===== src/sv/led_driver_serial_sequencer_core_macros.svh =====
// ----------------------------------------------------------------------------
// led driver serial sequencer assertion macros
// shared concurrent assertion forms, clocked on i_clk, off during reset
// ----------------------------------------------------------------------------
`ifndef LED_DRIVER_SERIAL_SEQUENCER_CORE_MACROS_SVH
`define LED_DRIVER_SERIAL_SEQUENCER_CORE_MACROS_SVH

// property must hold at every clock edge out of reset
`define LDS_ASSERT(label, prop, msg) \
    label: assert property (@(posedge i_clk) disable iff (!i_rst_n) (prop)) \
        else $error(msg);

// expression must never be true out of reset
`define LDS_ASSERT_NEVER(label, expr, msg) \
    `LDS_ASSERT(label, !(expr), msg)

`endif


===== src/sv/lds_pkg.sv =====
// ----------------------------------------------------------------------------
// lds_pkg
// types, constants and microcode program of the led driver serial sequencer
// ----------------------------------------------------------------------------
`default_nettype none

package lds_pkg;

    localparam int WORD_BITS    = 16;
    localparam int WORD_IN_W    = 16;
    localparam int CNT_W        = $clog2(WORD_BITS);
    localparam int ADDR_W       = 5;
    localparam int PROG_LEN     = 28;
    localparam logic [7:0] SPECIAL_WAIT = 8'd3;

    localparam logic [CNT_W-1:0] CNT_INIT = CNT_W'(WORD_BITS - 1);

    // commands
    localparam logic [1:0] CMD_NORMAL_WORD  = 2'd0;
    localparam logic [1:0] CMD_SPECIAL_WORD = 2'd1;
    localparam logic [1:0] CMD_NORMAL_MODE  = 2'd2;
    localparam logic [1:0] CMD_SPECIAL_MODE = 2'd3;

    // pin operations
    localparam logic [1:0] PIN_KEEP = 2'd0;
    localparam logic [1:0] PIN_LOW  = 2'd1;
    localparam logic [1:0] PIN_HIGH = 2'd2;
    localparam logic [1:0] PIN_DATA = 2'd3;

    // wait selects
    localparam logic [1:0] WAIT_ZERO    = 2'd0;
    localparam logic [1:0] WAIT_ONE     = 2'd1;
    localparam logic [1:0] WAIT_SPECIAL = 2'd2;
    localparam logic [1:0] WAIT_STEP    = 2'd3;

    // program entry points
    localparam logic [ADDR_W-1:0] ENTRY_NORMAL_WORD  = 5'd0;
    localparam logic [ADDR_W-1:0] ENTRY_SPECIAL_WORD = 5'd4;
    localparam logic [ADDR_W-1:0] ENTRY_NORMAL_MODE  = 5'd10;
    localparam logic [ADDR_W-1:0] ENTRY_SPECIAL_MODE = 5'd19;

    typedef struct packed {
        logic [1:0]  command;
        logic [15:0] word;
        logic [7:0]  step_time;
    } t_in;

    typedef struct packed {
        logic       clk_level;
        logic       sdi_level;
        logic       latch_level;
        logic       oe_level;
        logic [7:0] wait_us;
        logic       last;
    } t_out;

    typedef struct packed {
        logic clk;
        logic sdi;
        logic le;
        logic oe;
    } t_pins;

    typedef struct packed {
        logic [1:0]        clk_op;
        logic [1:0]        sdi_op;
        logic [1:0]        le_op;
        logic [1:0]        oe_op;
        logic [1:0]        wait_sel;
        logic              last;
        logic              loop;
        logic [ADDR_W-1:0] target;
    } t_uword;

    function automatic t_uword mk(
        input logic [1:0]        clk_op,
        input logic [1:0]        sdi_op,
        input logic [1:0]        le_op,
        input logic [1:0]        oe_op,
        input logic [1:0]        wait_sel,
        input logic              last,
        input logic              loop,
        input logic [ADDR_W-1:0] target
    );
        t_uword u;
        u.clk_op   = clk_op;
        u.sdi_op   = sdi_op;
        u.le_op    = le_op;
        u.oe_op    = oe_op;
        u.wait_sel = wait_sel;
        u.last     = last;
        u.loop     = loop;
        u.target   = target;
        return u;
    endfunction

    function automatic t_uword ucode(input logic [ADDR_W-1:0] addr);
        t_uword u;
        unique case (addr)
            // normal word
            5'd0:  u = mk(PIN_LOW,  PIN_DATA, PIN_KEEP, PIN_KEEP, WAIT_ONE, 1'b0, 1'b0, 5'd0);
            5'd1:  u = mk(PIN_HIGH, PIN_KEEP, PIN_KEEP, PIN_KEEP, WAIT_ONE, 1'b0, 1'b1, 5'd0);
            5'd2:  u = mk(PIN_KEEP, PIN_KEEP, PIN_HIGH, PIN_KEEP, WAIT_ONE, 1'b0, 1'b0, 5'd0);
            5'd3:  u = mk(PIN_KEEP, PIN_KEEP, PIN_LOW,  PIN_KEEP, WAIT_ZERO, 1'b1, 1'b0, 5'd0);
            // special word
            5'd4:  u = mk(PIN_LOW,  PIN_DATA, PIN_KEEP, PIN_KEEP, WAIT_ONE, 1'b0, 1'b0, 5'd0);
            5'd5:  u = mk(PIN_HIGH, PIN_KEEP, PIN_KEEP, PIN_KEEP, WAIT_ONE, 1'b0, 1'b1, 5'd4);
            5'd6:  u = mk(PIN_LOW,  PIN_KEEP, PIN_HIGH, PIN_KEEP, WAIT_ONE, 1'b0, 1'b0, 5'd0);
            5'd7:  u = mk(PIN_KEEP, PIN_KEEP, PIN_LOW,  PIN_KEEP, WAIT_SPECIAL, 1'b0, 1'b0, 5'd0);
            5'd8:  u = mk(PIN_KEEP, PIN_KEEP, PIN_KEEP, PIN_LOW,  WAIT_SPECIAL, 1'b0, 1'b0, 5'd0);
            5'd9:  u = mk(PIN_KEEP, PIN_KEEP, PIN_KEEP, PIN_HIGH, WAIT_ZERO, 1'b1, 1'b0, 5'd0);
            // normal mode switch
            5'd10: u = mk(PIN_LOW,  PIN_KEEP, PIN_KEEP, PIN_HIGH, WAIT_STEP, 1'b0, 1'b0, 5'd0);
            5'd11: u = mk(PIN_HIGH, PIN_KEEP, PIN_KEEP, PIN_KEEP, WAIT_STEP, 1'b0, 1'b0, 5'd0);
            5'd12: u = mk(PIN_LOW,  PIN_KEEP, PIN_KEEP, PIN_LOW,  WAIT_STEP, 1'b0, 1'b0, 5'd0);
            5'd13: u = mk(PIN_HIGH, PIN_KEEP, PIN_KEEP, PIN_KEEP, WAIT_STEP, 1'b0, 1'b0, 5'd0);
            5'd14: u = mk(PIN_LOW,  PIN_KEEP, PIN_KEEP, PIN_HIGH, WAIT_STEP, 1'b0, 1'b0, 5'd0);
            5'd15: u = mk(PIN_HIGH, PIN_KEEP, PIN_KEEP, PIN_KEEP, WAIT_STEP, 1'b0, 1'b0, 5'd0);
            5'd16: u = mk(PIN_LOW,  PIN_KEEP, PIN_KEEP, PIN_KEEP, WAIT_STEP, 1'b0, 1'b0, 5'd0);
            5'd17: u = mk(PIN_HIGH, PIN_KEEP, PIN_KEEP, PIN_KEEP, WAIT_STEP, 1'b0, 1'b0, 5'd0);
            5'd18: u = mk(PIN_LOW,  PIN_KEEP, PIN_KEEP, PIN_KEEP, WAIT_STEP, 1'b1, 1'b0, 5'd0);
            // special mode switch
            5'd19: u = mk(PIN_LOW,  PIN_KEEP, PIN_KEEP, PIN_HIGH, WAIT_STEP, 1'b0, 1'b0, 5'd0);
            5'd20: u = mk(PIN_HIGH, PIN_KEEP, PIN_KEEP, PIN_KEEP, WAIT_STEP, 1'b0, 1'b0, 5'd0);
            5'd21: u = mk(PIN_LOW,  PIN_KEEP, PIN_KEEP, PIN_LOW,  WAIT_STEP, 1'b0, 1'b0, 5'd0);
            5'd22: u = mk(PIN_HIGH, PIN_KEEP, PIN_KEEP, PIN_HIGH, WAIT_STEP, 1'b0, 1'b0, 5'd0);
            5'd23: u = mk(PIN_LOW,  PIN_KEEP, PIN_KEEP, PIN_KEEP, WAIT_STEP, 1'b0, 1'b0, 5'd0);
            5'd24: u = mk(PIN_HIGH, PIN_KEEP, PIN_KEEP, PIN_KEEP, WAIT_STEP, 1'b0, 1'b0, 5'd0);
            5'd25: u = mk(PIN_LOW,  PIN_KEEP, PIN_HIGH, PIN_KEEP, WAIT_STEP, 1'b0, 1'b0, 5'd0);
            5'd26: u = mk(PIN_HIGH, PIN_KEEP, PIN_KEEP, PIN_KEEP, WAIT_STEP, 1'b0, 1'b0, 5'd0);
            5'd27: u = mk(PIN_LOW,  PIN_KEEP, PIN_LOW,  PIN_KEEP, WAIT_STEP, 1'b1, 1'b0, 5'd0);
            default: u = mk(PIN_KEEP, PIN_KEEP, PIN_KEEP, PIN_KEEP, WAIT_ZERO, 1'b1, 1'b0, 5'd0);
        endcase
        return u;
    endfunction

    function automatic logic [ADDR_W-1:0] entry(input logic [1:0] command);
        logic [ADDR_W-1:0] a;
        unique case (command)
            CMD_NORMAL_WORD:  a = ENTRY_NORMAL_WORD;
            CMD_SPECIAL_WORD: a = ENTRY_SPECIAL_WORD;
            CMD_NORMAL_MODE:  a = ENTRY_NORMAL_MODE;
            CMD_SPECIAL_MODE: a = ENTRY_SPECIAL_MODE;
            default:          a = ENTRY_NORMAL_WORD;
        endcase
        return a;
    endfunction

    // zero-extend or truncate the input word to the shift length
    function automatic logic [WORD_BITS-1:0] fit_word(input logic [WORD_IN_W-1:0] w);
        logic [WORD_BITS+WORD_IN_W-1:0] ext;
        ext = {{WORD_BITS{1'b0}}, w};
        return ext[WORD_BITS-1:0];
    endfunction

    function automatic logic apply_pin(
        input logic [1:0] op,
        input logic       cur,
        input logic       data
    );
        logic v;
        case (op)
            PIN_LOW:  v = 1'b0;
            PIN_HIGH: v = 1'b1;
            PIN_DATA: v = data;
            default:  v = cur;
        endcase
        return v;
    endfunction

endpackage

`default_nettype wire


===== src/sv/lds_seq.sv =====
// ----------------------------------------------------------------------------
// lds_seq
// microcode sequencer: program counter, bit loop counter and program table
// ----------------------------------------------------------------------------
`default_nettype none

module lds_seq (
    input  wire                     i_clk,
    input  wire                     i_rst_n,
    input  wire                     i_start,
    input  wire [1:0]               i_command,
    input  wire                     i_adv,
    output logic                    o_busy,
    output lds_pkg::t_uword         o_uword
);
    import lds_pkg::*;

    logic              r_busy;
    logic              n_busy;
    logic [ADDR_W-1:0] r_pc;
    logic [ADDR_W-1:0] n_pc;
    logic [CNT_W-1:0]  r_cnt;
    logic [CNT_W-1:0]  n_cnt;
    t_uword            cw;

    assign cw      = ucode(r_pc);
    assign o_uword = cw;
    assign o_busy  = r_busy;

    always_comb begin
        n_busy = r_busy;
        n_pc   = r_pc;
        n_cnt  = r_cnt;
        if (i_start) begin
            n_busy = 1'b1;
            n_pc   = entry(i_command);
            n_cnt  = CNT_INIT;
        end else if (i_adv) begin
            if (cw.last) begin
                n_busy = 1'b0;
            end
            if (cw.loop && (r_cnt != '0)) begin
                n_pc  = cw.target;
                n_cnt = r_cnt - CNT_W'(1);
            end else begin
                n_pc = r_pc + ADDR_W'(1);
            end
        end
    end

    always_ff @(posedge i_clk) begin
        if (!i_rst_n) begin
            r_busy <= 1'b0;
            r_pc   <= '0;
            r_cnt  <= '0;
        end else begin
            r_busy <= n_busy;
            r_pc   <= n_pc;
            r_cnt  <= n_cnt;
        end
    end

`include "led_driver_serial_sequencer_core_macros.svh"

    `LDS_ASSERT(a_last_ends, (i_adv && cw.last) |=> !r_busy, "busy after last step")
    `LDS_ASSERT_NEVER(a_pc_range, r_busy && (r_pc >= ADDR_W'(PROG_LEN)), "pc out of program")
    `LDS_ASSERT(a_cnt_load, $rose(r_busy) |-> (r_cnt == CNT_INIT), "bit counter not loaded")
    `LDS_ASSERT_NEVER(a_adv_idle, i_adv && !r_busy, "step while idle")

endmodule

`default_nettype wire


===== src/sv/led_driver_serial_sequencer_core.sv =====
// ----------------------------------------------------------------------------
// led_driver_serial_sequencer_core
// pin phase sequencer for a serial-in latched led driver
// ----------------------------------------------------------------------------
// first phase: the command transfer sets the sequencer busy, then the phase is registered out
// throughput: one phase per cycle unless the output stalls; a word command
// shifts WORD_BITS data bits in a loop set by the bit counter
// next command is taken the cycle after the last phase is issued
// reset: synchronous, clk sdi le low, oe high, sequencer idle
// ----------------------------------------------------------------------------
`default_nettype none

module led_driver_serial_sequencer_core (
    input  wire                i_clk,
    input  wire                i_rst_n,
    input  wire                i_in_valid,
    output logic               o_in_ready,
    input  wire lds_pkg::t_in  i_in_data,
    output logic               o_out_valid,
    input  wire                i_out_ready,
    output lds_pkg::t_out      o_out_data
);
    import lds_pkg::*;

    logic                 busy;
    logic                 start;
    logic                 adv;
    t_uword               cw;
    t_pins                r_pins;
    t_pins                n_pins;
    logic [WORD_BITS-1:0] r_word;
    logic [7:0]           r_step;
    t_out                 r_out;
    logic                 r_out_valid;
    logic [7:0]           wait_val;

    assign o_in_ready  = !busy;
    assign start       = i_in_valid && !busy;
    assign adv         = busy && (!r_out_valid || i_out_ready);
    assign o_out_valid = r_out_valid;
    assign o_out_data  = r_out;

    lds_seq u_seq (
        .i_clk     (i_clk),
        .i_rst_n   (i_rst_n),
        .i_start   (start),
        .i_command (i_in_data.command),
        .i_adv     (adv),
        .o_busy    (busy),
        .o_uword   (cw)
    );

    always_comb begin
        n_pins.clk = apply_pin(cw.clk_op, r_pins.clk, 1'b0);
        n_pins.sdi = apply_pin(cw.sdi_op, r_pins.sdi, r_word[WORD_BITS-1]);
        n_pins.le  = apply_pin(cw.le_op,  r_pins.le,  1'b0);
        n_pins.oe  = apply_pin(cw.oe_op,  r_pins.oe,  1'b0);
        case (cw.wait_sel)
            WAIT_ONE:     wait_val = 8'd1;
            WAIT_SPECIAL: wait_val = SPECIAL_WAIT;
            WAIT_STEP:    wait_val = r_step;
            default:      wait_val = 8'd0;
        endcase
    end

    always_ff @(posedge i_clk) begin
        if (!i_rst_n) begin
            r_pins      <= '{clk: 1'b0, sdi: 1'b0, le: 1'b0, oe: 1'b1};
            r_out_valid <= 1'b0;
        end else begin
            if (adv) begin
                r_pins      <= n_pins;
                r_out_valid <= 1'b1;
            end else if (i_out_ready) begin
                r_out_valid <= 1'b0;
            end
        end
    end

    always_ff @(posedge i_clk) begin
        if (start) begin
            r_word <= fit_word(i_in_data.word);
            r_step <= i_in_data.step_time;
        end else if (adv && (cw.sdi_op == PIN_DATA)) begin
            r_word <= {r_word[WORD_BITS-2:0], 1'b0};
        end
        if (adv) begin
            r_out.clk_level   <= n_pins.clk;
            r_out.sdi_level   <= n_pins.sdi;
            r_out.latch_level <= n_pins.le;
            r_out.oe_level    <= n_pins.oe;
            r_out.wait_us     <= wait_val;
            r_out.last        <= cw.last;
        end
    end

endmodule

`default_nettype wire

===== config.mk =====
export PLATFORM = sky130hd
export DESIGN_NAME = led_driver_serial_sequencer_core
export DESIGN_NICKNAME = d
export VERILOG_FILES = /design/src/sv/lds_pkg.sv /design/src/sv/lds_seq.sv /design/src/sv/led_driver_serial_sequencer_core.sv
export VERILOG_INCLUDE_DIRS = /design/src /design/src/sv
export SDC_FILE = /design/constraint.sdc
export NUM_CORES = 1
export LEC_CHECK = 0
export BUFFER_PORTS_ARGS = -buffer_cell sky130_fd_sc_hd__buf_4
export CORE_MARGIN = 4
export CORE_UTILIZATION = 56
export CTS_CLUSTER_SIZE = 25
export DETAILED_ROUTE_END_ITERATION = 6
export MAX_ROUTING_LAYER = met4
export PLACE_DENSITY = 0.84
export SLEW_MARGIN = 20
export SYNTH_ARGS = -nofsm -noshare
export SYNTH_HDL_FRONTEND = slang
export SYNTH_SLANG_ARGS = --single-unit
export TNS_END_PERCENT = 5

===== constraint.sdc =====
create_clock -name i_clk -period 3.2 [get_ports i_clk]
set_clock_uncertainty 0.05 [all_clocks]
set_input_delay 0.48 -clock i_clk [delete_from_list [all_inputs] [get_ports i_clk]]
set_output_delay 0.48 -clock i_clk [all_outputs]
set_load 0.005 [all_outputs]

==> impl_metrics.csv, run 1 <==
group,metric,value,unit
run_status,outcome,"completed",
worst_setup_path,crit_type,"reg2reg",
detailed_routing,wl_met3,376,µm
detailed_routing,vias,2146,
worst_setup_path,worst_r2r_path_depth,11,
placed_design,hpwlAfterDp,4050,µm
logic_synthesis,synthFlopType,"edfxtp_1",
floorplan,ios,45,
pwr,leakagePower,0.00149,µW
detailed_routing,top_layer_used,"met4",
cells_and_area,layout.nets,368,
worst_setup_path,worst_ep_arrival_time,3050,ps
worst_setup_path,critPathLaunch,"u_seq.r_cnt[0]",
placed_design,io_buffers,44,
timing,drv_slew,0,
clocking,clk_latency,340,ps
logic_synthesis,synth_edf_count,37,
logic_synthesis,synth_area_leader_cell,"edfxtp_1",
worst_setup_path,cp_max_fo,7,
detailed_routing,wl_met2,2890,µm
cells_and_area,syn2layout_area_growth,20.8,%
hold_path,min_path_type,"in2reg",
clocking,clk_pin_slew,70,ps
detailed_routing,first_pass_iters,5,
clocking,cts_buffer_depth,2,
placed_design,gp_congestion,0.890,
floorplan,fp.coreArea,4820,µm²
logic_synthesis,synth_area,2850,µm²
worst_setup_path,path_buf_inv,2,
clocking,post_cts_buffers,0,
worst_setup_path,worstSetupEndpointType,"flip-flop",
worst_setup_path,r2r_start,"u_seq.r_cnt[0]",
detailed_routing,wire_per_inst,14.5,µm
logic_synthesis,ys_ff_latch,64,
global_route,grt_start_max_net_pins,26,
detailed_routing,wl,5810,µm
cells_and_area,layout-drive-gt1-share,0.219,
floorplan,die_w,79.4,µm
clocking,cts_hold_buf,0,
worst_setup_path,cpLargestDelayFamily,"simple AND/OR/NAND/NOR gates",
worst_setup_path,path_depth,11,
cells_and_area,fillers,354,
global_route,grt_pass1_wl,9610,µm
logic_synthesis,async_flop_share,0,
worst_setup_path,path_cells,"inv_1 > ha_1 > or3b_4 > and2_1 > o311a_1 > nor2_1 > inv_1 > ha_1 > mux2_2 > nand3_1 > o21ai_0",
global_route,grt_pass1_vias,2055,
logic_synthesis,synthesis.nets,318,
global_route,antenna_found_initial,0,
detailed_routing,met1Wirelength,2470,µm
logic_synthesis,synth_cell_types,46,
floorplan,dieArea,6300,µm²
flow_run,drv_cap,0,
detailed_routing,avgViaCountPerCell,5.35,
worst_setup_path,startpoint_type,"flip-flop",
detailed_routing,drt_iter0_markers,127,
floorplan,die_h,79.4,µm
worst_setup_path,endpoint,"u_seq.o_uword[6]",
logic_synthesis,synth.avg_cell_area,10.2,µm²
timing,tns,0,ps
worst_setup_path,crit_slowest_cell,"or3b_4",
timing,clock.fmax,347,MHz
placed_design,dpl_cell_area,3260,µm²
logic_synthesis,seq_area_frac_synth,0.579,
worst_setup_path,r2r-end,"u_seq.o_uword[6]",
logic_synthesis,syn_inst,279,
timing,setup_viol,0,
clocking,cts-buffers-inserted,9,
logic_synthesis,yosysTopAreaCellShare,0.389,
timing,finalCritPeriodShare,0.900,
pwr,peakVddDrop,304,µV
detailed_routing,detail-route-antenna-nets,0,
global_route,track_usage,0.207,
clocking,clock_sinks,64,
clocking,cts_resized,0,
timing,final_hold_viol_count,0,
worst_setup_path,crit_required,3370,ps
clocking,root_buffer,"clkbuf_8",
floorplan,rows,25,
timing,worst_slew_pin_slew,677,ps
worst_setup_path,slowest_delay,410,ps
logic_synthesis,synth_top_cells_by_area,"edfxtp_1 39%, dfxtp_1 19%, nand2_1 8.5%",
timing,rsz0062_at_grt,"false",
clocking,cts_tree,"built",
timing,slew_headroom,0.548,
clocking,cts-htree-levels,3,
worst_setup_path,reg2reg_slack,320,ps
cells_and_area,diodes,0,
floorplan,initial_utilization,0.592,
pwr,powerDensity,577,nW/µm²
global_route,grt-ovfl-total,0,
logic_synthesis,yosys_warnings,0,
cells_and_area,final_cell_area,3450,µm²
timing,min_period,2880,ps
detailed_routing,drc_errors,0,
==> synth_stat cells, drive strengths merged (4+ instances only) <==
cell type / number
ha: 9
nor3: 4
nand3: 8
edfxtp: 37
nand2: 66
o21ai: 8
mux2i: 4
a211oi: 4
and2: 5
a31oi: 4
nor2: 27
inv: 12
dfxtp: 27
a21oi: 14
clkbuf: 5
buf: 5
and3: 7
==> sequential cells by signal (all words and copies together) (netlist names) <==
| name | count |
|---|---|
| o_out_valid | 1 |
| r_pins | 4 |
| o_out_data | 13 |
| u_seq.o_busy | 1 |
| u_seq.r_pc | 5 |
| r_step | 8 |
| u_seq.r_cnt | 4 |
| u_seq.o_uword | 12 |
| r_word | 16 |
==> cell usage in the layout, fill, tap and decap left out, types with 2 or more instances in the layout <==
master     n
mux2_2     2
dfxtp_1   27
clkbuf_8   9
clkinv_4   2
nand2_1   65
o31ai_1    2
clkinv_2   2
ha_1       9
mux2i_1    4
nor2_1    27
nand3_1    8
a21oi_1   14
o21ai_0    8
o311a_1    2
and3_1     7
nand2b_1   3
a31oi_1    4
buf_4     49
inv_1     11
o21a_1     3
nor3_1     3
xor2_1     3
a211oi_1   3
and2_1     5
o22ai_1    2
edfxtp_1  37
==> where the power goes <==
part / switching, µW / total [µW] / internal [µW]
combinational: 180 / 318 / 137
clock: 294 / 650 / 355
sequential: 40.5 / 1020 / 980
total: 515 / 1990 / 1470
==> through the flow <==
step | utilization | setup slack, ps | hold slack [ps] | std cells | total power (µW)
floorplan | - | 357 | 359 | 279 | 1230
global placement | 0.677 | 451 | 390 | 385 | 1340
detailed placement | 0.677 | 349 | 400 | 385 | 1350
CTS | 0.716 | 334 | 253 | 401 | 2000
global route | 0.716 | 104 | 246 | 401 | 2080
finish | 0.716 | 321 | 269 | 401 | 1990
==> area by class of cell <==
| class | instances | area [µm²] | area share |
|---|---|---|---|
| inverter | 13 | 53.8 | 0.0156 |
| timing repair buffer | 49 | 368 | 0.107 |
| sequential | 64 | 1650 | 0.479 |
| clock inverter | 6 | 60.1 | 0.0174 |
| clock buffer | 10 | 128 | 0.0370 |
| tap | 67 | 83.8 | 0.0243 |
| multi-input combinational | 192 | 1100 | 0.320 |
==> worst reg2reg max path: stages (launching register included) <==
cell and delay, ps:
dfxtp_1 320, inv_1 70, ha_1 170, or3b_4 410, and2_1 230, o311a_1 410, nor2_1 310, inv_1 140
ha_1 250, mux2_2 270, nand3_1 80, o21ai_0 70
==> kinds of logic after synthesis <==
| logic type | Yosys count | share of synthesized area |
|---|---|---|
| mux | 6 | 0.0219 |
| compound gates | 45 | 0.109 |
| simple gates | 128 | 0.204 |
| buf+inv | 23 | 0.0346 |
| fa+ha+maj | 9 | 0.0395 |
| xor+xnor | 4 | 0.0123 |
| flops | 64 | 0.579 |
==> how the worst min path moves through the flow <==
stage / startpoint / to / slack, ps / depth (start not counted)
final: i_in_data[0] / r_step[0] / 270 / 1
after global routing: i_in_data[0] / r_step[0] / 250 / 1
after CTS: i_in_data[1] / r_step[1] / 250 / 1
after detailed placement: r_pins[3] / r_pins[3] / 400 / 2
after global placement: r_pins[2] / r_pins[2] / 390 / 2
after floorplan: u_seq.o_uword[6] / o_out_data[0] / 360 / 0
==> metal layers <==
metal / vias to the layer above / track usage
li1: 1064 / -
met5: - / -
met1: 1002 / 0.250
met3: 9 / 0.0598
met2: 71 / 0.333
met4: 0 / 0.0722
(Power assumes the default switching activity.)
==> run 2, diff against run 1 <==
--- a/config.mk
+++ b/config.mk
@@ -11,6 +11,7 @@
 export CORE_UTILIZATION = 56
 export CTS_CLUSTER_SIZE = 25
 export DETAILED_ROUTE_END_ITERATION = 6
+export GPL_TIMING_DRIVEN = 0
 export MAX_ROUTING_LAYER = met4
 export PLACE_DENSITY = 0.84
 export SLEW_MARGIN = 20
==> run 2 against run 1 <==
Largest cell class unchanged; final cell count rose by 1.2%; fmax fell by 3.3%; clock power rose by 2%; flip-flop and latch count unchanged; worst hold slack better by 2.1 ps; final area rose by 0.69%; worst setup slack lost 98 ps; routed wire length grew 2.5%; combinational power rose by 1%.
==> impl_metrics.csv, run 2 (synthesis gave the netlist of run 1 again) <==
group,metric,value,unit
pwr,total_power,2010,µW
cells_and_area,layout.nets,373,
clocking,cts-htree-levels,3,
timing,clock.fmax,336,MHz
clocking,cts-buffers-inserted,9,
hold_path,min_path_type,"in2reg",
worst_setup_path,path_cells,"inv_1 > ha_1 > or3b_4 > and2_1 > o311a_1 > clkbuf_1 > nor2_2 > inv_1 > ha_1 > mux2_2 > nand3_1 > o21ai_0",
timing,finalCritPeriodShare,0.930,
clocking,clk_latency,330,ps
detailed_routing,wl,5950,µm
detailed_routing,drt_iter0_markers,140,
worst_setup_path,crit_required,3360,ps
timing,final_hold_viol_count,0,
cells_and_area,layout_commonest_cell,"nand2_1",
cells_and_area,largest_reg_flops,16,
floorplan,initial_utilization,0.592,
clocking,clock_sinks,64,
worst_setup_path,cp_max_fo,7,
floorplan,dieArea,6300,µm²
timing,worst_slew_pin_slew,778,ps
cells_and_area,final_cell_mix,"65 x nand2_1, 45 x buf_4, 37 x edfxtp_1, 27 x dfxtp_1, 26 x nor2_1",
cells_and_area,fillers,352,
timing,drv_slew,0,
detailed_routing,top_layer_used,"met4",
worst_setup_path,crit_slowest_cell,"or3b_4",
floorplan,ios,45,
floorplan,rows,25,
pwr,leakagePower,0.00149,µW
detailed_routing,first_pass_iters,5,
clocking,cts_tree,"built",
cells_and_area,diodes,0,
clocking,cts_buffer_depth,2,
clocking,root_buffer,"clkbuf_8",
worst_setup_path,worst_ep_arrival_time,3130,ps
floorplan,fp.coreArea,4820,µm²
worst_setup_path,crit_type,"reg2reg",
placed_design,hpwlAfterDp,4130,µm
timing,rsz0062_at_grt,"false",
global_route,grt-ovfl-total,0,
placed_design,gp_congestion,0.877,
pwr,peakVddDrop,266,µV
detailed_routing,wl_met2,3010,µm
cells_and_area,top_register,"r_word",
worst_setup_path,startpoint_type,"flip-flop",
detailed_routing,drc_errors,0,
run_status,outcome,"completed",
clocking,clk_pin_slew,70,ps
global_route,antenna_found_initial,0,
flow_run,drv_cap,0,
detailed_routing,wl_met3,382,µm
global_route,grt_pass1_vias,2176,
timing,min_period,2980,ps
cells_and_area,layout-drive-gt1-share,0.227,
timing,tns,0,ps
placed_design,io_buffers,44,
detailed_routing,detail-route-antenna-nets,0,
floorplan,die_w,79.4,µm
worst_setup_path,worstSetupEndpointType,"flip-flop",
floorplan,die_h,79.4,µm
pwr,powerDensity,579,nW/µm²
global_route,grt_pass1_wl,10100,µm
detailed_routing,avgViaCountPerCell,5.38,
timing,setup_viol,0,
worst_setup_path,slowest_delay,410,ps
cells_and_area,syn2layout_area_growth,21.7,%
detailed_routing,met1Wirelength,2480,µm
detailed_routing,wire_per_inst,14.7,µm
global_route,grt_start_max_net_pins,24,
detailed_routing,vias,2185,
global_route,track_usage,0.220,
timing,slew_headroom,0.481,
==> run 2: cell count changes in the layout (fill, tap and decap cells not counted), sizes merged <==
cell      before  now
inv           12   11
clkbuf        10   13
clkinvlp       1    4
==> run 2: report_power, final <==
| part | switching (µW) | leakage (µW) | total [µW] | internal [µW] |
|---|---|---|---|---|
| clock | 308 | 0.0000952 | 666 | 359 |
| sequential | 41.7 | 0.000578 | 1020 | 980 |
| combinational | 184 | 0.000813 | 322 | 137 |
| total | 534 | 0.00149 | 2010 | 1480 |
==> run 2: critical path, delay by kind of cell (launching register included) <==
kind / cells / cell delay, ps
compound gates: 2 / 390
flops: 1 / 330
mux: 1 / 280
fa+ha+maj: 2 / 410
simple gates: 4 / 990
buf+inv: 3 / 410
==> run 2: final timing paths <==
path                          from                to  slack [ps]  cells past startpoint
setup / recovery    u_seq.r_cnt[0]  u_seq.o_uword[6]         220                     12
hold / removal        i_in_data[0]         r_step[0]         270                      1
setup reg to reg    u_seq.r_cnt[0]  u_seq.o_uword[6]         220                     12
hold reg to reg   u_seq.o_uword[6]     o_out_data[0]         400                      0
==> run 2: metrics by stage <==
stage | std cells | setup WS, ps | utilization | hold slack [ps] | cell area, µm²
2_1_floorplan | 279 | 357 | - | 359 | 2850
3_3_place_gp | 390 | -422 | 0.678 | 390 | 3270
3_5_place_dp | 390 | -503 | 0.678 | 384 | 3270
4_1_cts | 405 | 136 | 0.719 | 258 | 3460
5_1_grt | 406 | 94.6 | 0.721 | 244 | 3470
6_report | 406 | 223 | 0.721 | 271 | 3470
==> run 2: final cells by class <==
| class | count | area, µm² | area share |
|---|---|---|---|
| flip-flops and latches | 64 | 1650 | 0.476 |
| multi-input cells | 192 | 1110 | 0.319 |
| repair buffers | 44 | 330 | 0.0951 |
| clock buffers | 9 | 124 | 0.0357 |
| well taps | 67 | 83.8 | 0.0241 |
| clock inverters | 7 | 72.6 | 0.0209 |
| inverters | 13 | 57.6 | 0.0166 |
| plain buffers | 9 | 41.3 | 0.0119 |
| repair inverters | 1 | 5.00 | 0.00144 |
==> run 2: routing by layer <==
metal  GRT usage  vias to the layer above
met5           -                        -
met4       0.120                        0
met3      0.0485                        6
met2       0.344                       71
met1       0.265                     1030
li1            -                     1078
==> run 2: what timing repair did <==
action                     CTS  global route
setup endpoints to repair    9             1
gates cloned                 0             1
buffers inserted             0             0
gates resized for setup      1             1
hold buffers                 0             0
==> run 3, diff against run 2 <==
--- a/config.mk
+++ b/config.mk
@@ -6,14 +6,15 @@
 export SDC_FILE = /design/constraint.sdc
 export NUM_CORES = 1
 export LEC_CHECK = 0
-export BUFFER_PORTS_ARGS = -buffer_cell sky130_fd_sc_hd__buf_4
 export CORE_MARGIN = 4
-export CORE_UTILIZATION = 56
+export CORE_UTILIZATION = 57
 export CTS_CLUSTER_SIZE = 25
 export DETAILED_ROUTE_END_ITERATION = 6
+export DONT_BUFFER_PORTS = 1
 export GPL_TIMING_DRIVEN = 0
+export HOLD_SLACK_MARGIN = 0.1
 export MAX_ROUTING_LAYER = met4
-export PLACE_DENSITY = 0.84
+export PLACE_DENSITY = 0.77
 export SLEW_MARGIN = 20
 export SYNTH_ARGS = -nofsm -noshare
 export SYNTH_HDL_FRONTEND = slang
==> run 3 against run 2 <==
Non-clock buffer count decreased by 44; sequential share of layout area up 4.1 points; final area shrank 8.0%; highest routed layer unchanged; combinational power down 18%; worst hold slack worse by 110 ps; via count decreased by 7.7%; die area decreased by 1.6%; critical endpoint unchanged; fmax grew 0.91%; register-to-register slack gained 30 ps; global-route usage down 0.84 points; final cell count decreased by 11%; routed wire length fell by 5.1%.
==> impl_metrics.csv, run 3 (synthesis gave the netlist of run 1 again) <==
group,metric,value,unit
pwr,peakVddDrop,320,µV
timing,drv_slew,0,
cells_and_area,diodes,0,
clocking,post_cts_buffers,0,
cells_and_area,syn2layout_area_growth,11.9,%
timing,slew_headroom,0.475,
cells_and_area,final_cell_area,3190,µm²
clocking,clk_latency,340,ps
clocking,cts-htree-levels,3,
floorplan,rows,25,
cells_and_area,final_core_util,0.667,
floorplan,die_h,78.8,µm
cells_and_area,largest_reg_flops,16,
cells_and_area,fillers,369,
worst_setup_path,cp_max_fo,7,
worst_setup_path,worstSetupEndpointType,"flip-flop",
clocking,cts_tree,"built",
clocking,clock_sinks,64,
clocking,root_buffer,"clkbuf_8",
cells_and_area,register_area,1650,µm²
clocking,clk_pin_slew,70,ps
pwr,powerDensity,672,nW/µm²
detailed_routing,drt_iter0_markers,139,
worst_setup_path,crit_type,"reg2reg",
cells_and_area,multi_input_area,1110,µm²
clocking,cts_buffer_depth,2,
flow_run,drv_cap,0,
placed_design,gp_congestion,0.880,
detailed_routing,wl,5650,µm
detailed_routing,wire_per_inst,15.6,µm
hold_path,min_path_type,"in2reg",
detailed_routing,first_pass_iters,4,
floorplan,initial_utilization,0.596,
clocking,cts_hold_buf,0,
detailed_routing,drc_errors,0,
cells_and_area,layout-drive-gt1-share,0.112,
timing,final_hold_viol_count,0,
global_route,antenna_found_initial,0,
timing,setup_viol,0,
cells_and_area,layout_commonest_cell,"nand2_1",
global_route,grt-ovfl-total,0,
placed_design,post-place-ws,-403,ps
timing,worst_hold_slack,161,ps
pwr,leakagePower,0.00130,µW
timing,worst_slew_pin_slew,787,ps
floorplan,fp.coreArea,4790,µm²
timing,tns,0,ps
timing,clock.fmax,339,MHz
global_route,track_usage,0.211,
run_status,outcome,"completed",
worst_setup_path,crit_required,3360,ps
clocking,cts-buffers-inserted,9,
worst_setup_path,startpoint_type,"flip-flop",
timing,finalCritPeriodShare,0.922,
placed_design,hpwlAfterDp,3920,µm
global_route,grt_start_max_net_pins,24,
global_route,grt_pass1_vias,1990,
detailed_routing,vias,2016,
detailed_routing,detail-route-antenna-nets,0,
timing,rsz0062_at_grt,"false",
placed_design,dpl_cell_area,2940,µm²
timing,min_period,2950,ps
floorplan,ios,45,
floorplan,dieArea,6200,µm²
floorplan,die_w,78.8,µm
cells_and_area,layout.nets,329,
timing,layout_setup_ws,250,ps
cells_and_area,top_register,"r_word",
placed_design,io_buffers,0,
cells_and_area,final_cell_mix,"65 x nand2_1, 37 x edfxtp_1, 27 x dfxtp_1, 26 x nor2_1, 14 x a21oi_1",
global_route,grt_pass1_wl,9690,µm
detailed_routing,avgViaCountPerCell,5.57,
worst_setup_path,worst_ep_arrival_time,3110,ps
[run 3: worst paths after layout]
kind	startpoint	end	slack, ps	depth (start not counted)
max	u_seq.r_cnt[0]	u_seq.o_uword[6]	250	12
min	i_rst_n	r_pins[0]	160	1
max reg2reg	u_seq.r_cnt[0]	u_seq.o_uword[6]	250	12
min reg2reg	u_seq.o_uword[6]	u_seq.o_busy	410	1
[run 3: timing repair]
| action | CTS | global route |
|---|---|---|
| resized for setup | 0 | 2 |
| pin swaps | 0 | 0 |
| setup endpoints to repair | 8 | 5 |
| cloned | 0 | 1 |
[run 3: routing by layer]
metal  vias to the layer above  global-route usage  part of all wire
met5                         -                   -                 0
met4                         0              0.0734             0.020
met3                         9              0.0658             0.058
met2                        56               0.323              0.49
met1                       958               0.267              0.43
li1                        993                   -                 -
[run 3: per-stage QoR]
stage,total power (µW),instances
6_report,2150,362
5_1_grt,2250,362
4_1_cts,2160,361
3_5_place_dp,1300,346
3_3_place_gp,1290,346
2_1_floorplan,1230,279
[run 3: where the power goes]
part           internal [µW]  leakage [µW]  switching, µW
logic                   97.0      0.000601            167
clock network            527      0.000125            331
registers                980      0.000578           44.9
total                   1600       0.00130            543
[run 3: cell type report]
type	instances	share of cell area
sequential	64	0.517
clock buffer	9	0.0388
timing repair inverter	1	0.00157
clock inverter	7	0.0392
multi-input combinational	192	0.346
inverter	13	0.0180
tap	67	0.0262
buffer	9	0.0129
[run 3: worst max-delay path, cell delays in order (launching register included)]
cell and delay (ps):
dfxtp_1 320, inv_1 70, ha_1 160, or3b_4 420
and2_1 240, o311a_1 300, clkbuf_1 210, nor2_2 230
inv_1 120, ha_1 250, mux2_2 270, nand3_1 70
o21ai_0 100
